[config.mk]
export PLATFORM = sky130hd
export DESIGN_NAME = bxds_divider
export DESIGN_NICKNAME = d
export VERILOG_FILES = /design/src/bxds_pkg.sv /design/src/bxds_divider.sv
export SDC_FILE = /design/constraint.sdc
export NUM_CORES = 1
export LEC_CHECK = 0
export ABC_AREA = 1
export BUFFER_PORTS_ARGS = -buffer_cell sky130_fd_sc_hd__clkbuf_2
export CAP_MARGIN = 5
export CORE_MARGIN = 4
export CORE_UTILIZATION = 55
export CTS_CLUSTER_DIAMETER = 50
export DETAILED_ROUTE_END_ITERATION = 10
export PLACE_DENSITY = 0.86
export SLEW_MARGIN = 20
export SYNTH_ARGS = -nofsm -noshare
export SYNTH_HDL_FRONTEND = slang
export SYNTH_SLANG_ARGS = --single-unit
[constraint.sdc]
create_clock -name clk_i -period 4.1 [get_ports clk_i]
set_input_delay 0.82 -clock clk_i [delete_from_list [all_inputs] [get_ports clk_i]]
set_output_delay 0.82 -clock clk_i [all_outputs]
set_load 0.01 [all_outputs]
[src/bxds_pkg.sv]
// ----------------------------------------------------------------------------
// bxds_pkg
// Shared types and constants of the box average downscaler.
// ----------------------------------------------------------------------------
`default_nettype none

package bxds_pkg;

  localparam int NumChan   = 4;   // bytes per pixel
  localparam int ChanW     = 8;   // bits per channel byte
  localparam int LaneW     = 16;  // bits per channel sum
  localparam int CfgW      = 12;  // width and height register width
  localparam int FactW     = 5;   // factor register width
  localparam int RowW      = 11;  // row counter width
  localparam int MaxHeight = 2048;
  localparam int CountW    = 9;   // pixels per block, up to 16 * 16
  localparam int QuotSteps = 8;   // one quotient bit per step
  localparam int StepW     = 3;
  localparam int AddrW     = 4;   // APB byte address width
  localparam int DataW     = 32;

  // Register indexes
  localparam logic [1:0] RegImageWidth   = 2'd0;
  localparam logic [1:0] RegImageHeight  = 2'd1;
  localparam logic [1:0] RegShrinkFactor = 2'd2;

  typedef logic [NumChan-1:0][LaneW-1:0] lanes_t;
  typedef logic [NumChan-1:0][ChanW-1:0] quot_t;

  typedef struct packed {
    logic [ChanW-1:0] chan_a;
    logic [ChanW-1:0] chan_b;
    logic [ChanW-1:0] chan_c;
    logic [ChanW-1:0] chan_d;
  } pix_in_t;

  typedef struct packed {
    logic [ChanW-1:0] mean_a;
    logic [ChanW-1:0] mean_b;
    logic [ChanW-1:0] mean_c;
    logic [ChanW-1:0] mean_d;
    logic             image_done;
  } pix_out_t;

  // Divider handshake with the control logic
  typedef struct packed {
    logic              start;
    logic [CountW-1:0] count;
  } div_req_t;

endpackage

`default_nettype wire

[src/bxds_divider.sv]
// ----------------------------------------------------------------------------
// bxds_divider
// Four-lane restoring divider, one quotient bit per cycle, shared divisor.
// ----------------------------------------------------------------------------
`default_nettype none

module bxds_divider (
  input  wire logic              clk_i,
  input  wire logic              rst_ni,
  input  wire bxds_pkg::div_req_t req_i,
  input  wire bxds_pkg::lanes_t  sums_i,
  output logic                   done_o,
  output bxds_pkg::quot_t        quot_o
);

  bxds_pkg::lanes_t                 rem_q, rem_d;
  bxds_pkg::quot_t                  quot_q, quot_d;
  logic [bxds_pkg::LaneW-1:0]       dvs_q, dvs_d;
  logic [bxds_pkg::StepW-1:0]       step_q, step_d;
  logic                             busy_q, busy_d;
  logic                             done_q, done_d;

  // The quotient never exceeds a byte, so start with the divisor shifted up
  // by seven and walk it down.
  always_comb begin
    rem_d  = rem_q;
    quot_d = quot_q;
    dvs_d  = dvs_q;
    step_d = step_q;
    busy_d = busy_q;
    done_d = 1'b0;
    if (req_i.start) begin
      rem_d  = sums_i;
      dvs_d  = bxds_pkg::LaneW'(req_i.count) << (bxds_pkg::QuotSteps - 1);
      step_d = '0;
      busy_d = 1'b1;
    end else if (busy_q) begin
      for (int k = 0; k < bxds_pkg::NumChan; k++) begin
        if (rem_q[k] >= dvs_q) begin
          rem_d[k]  = rem_q[k] - dvs_q;
          quot_d[k] = {quot_q[k][bxds_pkg::ChanW-2:0], 1'b1};
        end else begin
          quot_d[k] = {quot_q[k][bxds_pkg::ChanW-2:0], 1'b0};
        end
      end
      dvs_d  = dvs_q >> 1;
      step_d = step_q + bxds_pkg::StepW'(1);
      if (step_q == bxds_pkg::StepW'(bxds_pkg::QuotSteps - 1)) begin
        busy_d = 1'b0;
        done_d = 1'b1;
      end
    end
  end

  always_ff @(posedge clk_i or negedge rst_ni) begin
    if (!rst_ni) begin
      busy_q <= 1'b0;
      done_q <= 1'b0;
      step_q <= '0;
    end else begin
      busy_q <= busy_d;
      done_q <= done_d;
      step_q <= step_d;
    end
  end

  always_ff @(posedge clk_i) begin
    rem_q  <= rem_d;
    quot_q <= quot_d;
    dvs_q  <= dvs_d;
  end

  assign done_o = done_q;
  assign quot_o = quot_q;

endmodule

`default_nettype wire

* Yosys cells after proc, flatten, opt, wreduce, memory -nomap -nowiden
Cells that the tools add are included.
** Word-level totals
- Flip-flop bits (word level) :: 117
- Latch bits :: 0
- RAM bits :: 0
- Bits in read-only memories :: 0
- Bits of input ports :: 76
- Output and inout port bits :: 33
- Logic and storage cells :: 54
- Memories kept :: 0
** Operators by class
- Add/subtract/negate cells :: 5
- $mul :: 0
- Divide/modulo/power cells :: 0
- Order comparisons :: 4
- Equal/unequal tests :: 1
- Shifts and indexed selects :: 0
- Mux-type cells :: 20
- Bitwise operators :: 1
- Reduce and logical (&&, ||, !) cells :: 10
** Operator list (count)
- $mux W64 :: 2
- $mux W16 :: 6
- $ge A16 B16 Y1 :: 4
- $sub A16 B16 Y16 :: 4
- $mux W1 :: 10
- $reduce_and A2 Y1 :: 5
- $reduce_bool A2 Y1 :: 5
- $mux W3 :: 2
- $add A3 B1 Y3 const B :: 1
- $eq A3 B3 Y1 const B :: 1
- $not A1 Y1 :: 1

* Longest topological paths before layout
- Depth after elaboration :: 4
- Mapped depth :: 13
- Mapped depth without buffers :: 13

* Least setup slack after synthesis
Ideal clock, no wire load.
- Path kind :: register -> register
- Start :: reg rem_q[16] (netlist bit)
- End :: reg rem_q[16] (netlist bit), enable pin
- Library setup time :: 372 ps
- Arrival :: 1847 ps
- Required time :: 3728 ps
- Slack :: 1882 ps
- Cell stages (with the launch flop) :: 13
- Period minus slack after synthesis :: 2218 ps
- Path through :: edfxtp_1 > inv_1 > ha_1 > fa_1 > inv_1 > nand3_1 > nand3_1 > nand2_1 > nand2_1 > nand2_1 > nand3_1 > nand2_1 > nand2_1
** Between the ends
- Longest elaborated chain between the ends :: 3
** Ends and longest elaborated chain
- start: declaration :: RTL line bxds_divider.sv:16 : bxds_pkg::lanes_t rem_q, rem_d;
- start signal: assignment :: RTL line bxds_divider.sv:68 : rem_q <= rem_d;
- $ge A16 B16 Y1 :: RTL line bxds_divider.sv:39 : if (rem_q[k] >= dvs_q) begin
- $reduce_bool A2 Y1 (no line)
- $reduce_and A2 Y1 (no line)
No other way between the ends.
A chain may end at the register's enable or synchronous reset.

* Worst setup path after layout
- Start :: reg dvs_q[10] (netlist bit)
- End :: reg rem_q[55] (netlist bit), enable pin
** Between the ends
- Longest elaborated chain between the ends :: 3
** Ends and longest elaborated chain
- start: declaration :: RTL line bxds_divider.sv:18 : logic [bxds_pkg::LaneW-1:0] dvs_q, dvs_d;
- start signal: assignment :: RTL line bxds_divider.sv:70 : dvs_q <= dvs_d;
- $ge A16 B16 Y1 :: RTL line bxds_divider.sv:39
- $reduce_bool A2 Y1 (no line)
- $reduce_and A2 Y1 (no line)
No other way between the ends.

==> metrics.log <==
[metrics] Std-Cell Rows: 44
[metrics] Final Wtd Congestion: 0.907
[metrics] Final Skew: 0.00969 ns
[metrics] post-synthesis async set-or-reset flop share: 4.27%
[metrics] Post-CTS Setup Bufs: 0
[metrics] clock-pin slew of the registers on the worst-case setup and hold paths: 0.06 ns
[metrics] fraction of layout cells with a size suffix above 1: 12.6%
[metrics] post-synthesis sequential element count: 117
[metrics] number of violations reported at the end of detailed-routing iteration 0: 601
[metrics] # IOs: 109
[metrics] Avg Synthesized Cell Area: 7.24 sq um
[metrics] clock sinks: 117
[metrics] pwr dens: 761 mW/mm^2
[metrics] CP Max Fanout: 16
[metrics] actual transition at the worst max-transition pin: 0.919 ns
[metrics] vias after detailed routing: 7,787
[metrics] Avg Vias per Cell: 5.29
[metrics] largest family of logic cells by synthesized area: simple AND/OR/NAND/NOR gates
[metrics] Die Area: 0.0173 sq mm
[metrics] count of flip-flops with a built-in enable after synthesis: 105
[metrics] Switching Power: 3.22 mW
[metrics] share of the clock period used by the worst path after layout: 65.1%
[metrics] total internal power: 4.17 mW
[metrics] Max H-tree Level: 4
[metrics] share of synthesized area spent on multiplexers: 0%
[metrics] crit path setup slack, layout: 1.43 ns
[metrics] post-synthesis net count: 1,308
[metrics] Commonest cells post-synth: sky130_fd_sc_hd__nand2_1 (477), sky130_fd_sc_hd__inv_1 (199), sky130_fd_sc_hd__edfxtp_1 (105)
[metrics] area added between synthesis and finish: 15.4%
[metrics] first-pass GRT wire length: 35,100 um
[metrics] classification of the worst setup path: flop to flop
[metrics] worst relative slew slack: 38.7%
[metrics] total iterations of the first detailed-routing run: 6
[metrics] post-synthesis share of cell area spent on xor and xnor gates: 0.729%
[metrics] horizontal die dimension: 132 um
[metrics] leakage power of the design: 5.23 nW
[metrics] overall fraction of global-route tracks in use: 25.2%
[metrics] final net count: 1,421
[metrics] post-detail-place hpwl: 15,400 um
[metrics] Worst Setup End Kind: flop
[metrics] critical path arrival: 2.67 ns
[metrics] final critical-path required period: 2.67 ns
[metrics] initial core utilization: 57.0%
[metrics] post-route total power: 7.39 mW
[metrics] met3 routed WL: 1720 um
[metrics] share of Yosys cell area claimed by the top area cell type: 37.5%
[metrics] Finished Layout Cells: 1,472
[metrics] Placed Cells: 1,440
[metrics] aggregate global routing overflow: 0
[metrics] setup slack after placement: 1.40 ns
[metrics] warning count from the yosys run: 0
[metrics] required time at the worst-slack endpoint: 4.10 ns
[metrics] final setup violation count: 0
[metrics] port buffer count: 108
[metrics] antenna violations before repair: 0
[metrics] aggregate negative setup slack: 0 ns
[metrics] total DRC errors in the routed layout: 0
[metrics] most used standard cell by instance count after synthesis: sky130_fd_sc_hd__nand2_1
[metrics] RSZ-0062 raised after global routing: false
[metrics] Post-Syn Instances: 1,162
[metrics] total detailed-routing wirelength: 21,500 um
[metrics] M1 WL: 9030 um
[metrics] final standard cell area without fillers: 0.00971 sq mm
[metrics] clock latency on the worst-skew pair: 0.43 ns
[metrics] Post-CTS Hold Buffers: 0
[metrics] per-cell routed wire length: 14.6 um
[metrics] top cells by area in the synthesized netlist: sky130_fd_sc_hd__edfxtp_1 (37%), sky130_fd_sc_hd__nand2_1 (21%), sky130_fd_sc_hd__ha_1 (9.8%)
[metrics] worst IR drop on VDD: 373 uV
[metrics] routed length on met2: 10,000 um
[metrics] vias in the first global route: 7,421
[metrics] net switching share of the total power: 43.5%
[metrics] ANT nets after route: 0
[metrics] max frequency: 375 MHz
[metrics] post-cts repair resize count: 0
[metrics] clock tree from TritonCTS: built
[metrics] part of the total power dissipated in combinational logic: 52.6%
[metrics] Post-Synth Simple-Gate Area: 32.8%
[metrics] fraction of power consumed by the clock network: 19.9%
[metrics] Adder-Cell Fraction of Synth Area: 10.8%
[metrics] Core Box Area: 0.0148 sq mm
[metrics] share of total power in sequential cells: 27.5%
[metrics] Root Buffer: sky130_fd_sc_hd__clkbuf_16
[metrics] number of buffers on the longest clock path: 2
[metrics] post-synth design cell area: 0.00842 sq mm
[metrics] worst min path class: input pin to asynchronous set/reset pin
[metrics] DR top layer: met4
[metrics] number of distinct standard cells referenced by the synthesized netlist: 34
[metrics] share of synthesized area occupied by flip-flops and latches: 40.6%
[metrics] area fraction in compound gates after synthesis: 5.16%
[metrics] number of hold violations in the final report: 0
[metrics] pin count of the biggest net entering global routing: 96
[metrics] TritonCTS Buffers: 17
[metrics] Startpoint Class: flop
[metrics] area leader, netlist: sky130_fd_sc_hd__edfxtp_1
[metrics] number of max-capacitance violations reported: 0
[metrics] flip-flop cell with the highest count after synthesis: sky130_fd_sc_hd__edfxtp_1
[metrics] placed standard-cell area: 0.00913 sq mm
[metrics] max-slew violation count: 0
[metrics] vertical extent of the die: 132 um
[metrics] antenna cell count: 0
[metrics] run status: finished clean
[state kept, by name, indices dropped and copies added (netlist names)]
name,flops
rem_q,64
dvs_q,16
quot_o,32
done_o,1
step_q,3
busy_q,1
[layout by cell type (no fill, tap or decap), types with 3 or more instances in the layout]
cell type / count
sky130_fd_sc_hd__or2_2: 11
sky130_fd_sc_hd__a21oi_1: 34
sky130_fd_sc_hd__buf_4: 4
sky130_fd_sc_hd__o22ai_1: 6
sky130_fd_sc_hd__fa_1: 4
sky130_fd_sc_hd__clkbuf_16: 17
sky130_fd_sc_hd__xnor2_1: 7
sky130_fd_sc_hd__nand2_2: 4
sky130_fd_sc_hd__clkinv_2: 6
sky130_fd_sc_hd__nand4_1: 7
sky130_fd_sc_hd__nand3_1: 90
sky130_fd_sc_hd__dfxtp_1: 7
sky130_fd_sc_hd__o21ai_0: 37
sky130_fd_sc_hd__nor2_1: 46
sky130_fd_sc_hd__edfxtp_1: 105
sky130_fd_sc_hd__nor3_1: 18
sky130_fd_sc_hd__dfrtp_1: 5
sky130_fd_sc_hd__inv_1: 199
sky130_fd_sc_hd__nand3b_1: 9
sky130_fd_sc_hd__nand2_1: 477
sky130_fd_sc_hd__clkbuf_8: 3
sky130_fd_sc_hd__clkbuf_2: 107
sky130_fd_sc_hd__ha_1: 66
[path summary, 6_finish.rpt]
check                           slack (ns)  depth (start not counted)  startpoint          to
worst max-delay path                  1.43                         10   dvs_q[10]   rem_q[55]
worst min-delay path                  0.20                          1      rst_ni      busy_q
worst max register to register        1.43                         10   dvs_q[10]   rem_q[55]
worst min register to register        0.45                          0  quot_o[14]  quot_o[15]
max in group asynchronous             3.75                          1      rst_ni   step_q[2]
min in group clk_i                    0.45                          0  quot_o[14]  quot_o[15]
[power groups by stage]
stage	registers, mW	clock network (mW)	logic [mW]
finish	2.03	1.47	3.89
detailed placement	2.05	0	3.76
CTS	2.03	1.48	3.83
global placement	2.04	0	3.65
global route	2.06	1.54	4.45
floorplan	2.00	0	2.96
[through the flow]
stage	utilization, %	hold slack (ns)
floorplan	-	0.466
global placement	61.9	0.430
detailed placement	61.9	0.436
CTS	65.8	0.193
global route	65.8	0.205
finish	65.8	0.202
[metal layers]
layer	track usage (%)	vias up
li1	-	3936
met1	31.8	3473
met2	41.9	316
met3	5.54	62
met4	10.6	0
met5	0	-
[layout make-up]
type                    count  area (sq um)
flip-flops and latches    117          3420
inverters                 200           751
repair buffers            111           566
clock inverters            10           105
multi-input cells         828          4170
fillers                  1244          5040
clock buffers              22           474
well taps                 184           230
[kinds of logic (layout without fill, tap and decap cells)]
| family | after synthesis | after routing |
|---|---|---|
| buf+inv | 217 | 343 |
| fa+ha+maj | 70 | 70 |
| compound gates | 82 | 82 |
| xor+xnor | 7 | 7 |
| simple gates | 669 | 669 |
| flops | 117 | 117 |
[critical path, stage by stage (launching register included)]
cell and delay, ns:
sky130_fd_sc_hd__edfxtp_1 0.35, sky130_fd_sc_hd__inv_1 0.33, sky130_fd_sc_hd__ha_1 0.36, sky130_fd_sc_hd__nand2_1 0.15, sky130_fd_sc_hd__inv_1 0.05, sky130_fd_sc_hd__a21oi_1 0.23, sky130_fd_sc_hd__nor2_1 0.06, sky130_fd_sc_hd__nor2_1 0.09
sky130_fd_sc_hd__nand3_1 0.10, sky130_fd_sc_hd__nand2_1 0.07, sky130_fd_sc_hd__nand2_1 0.44
Power figures use the tool's default switching activity.
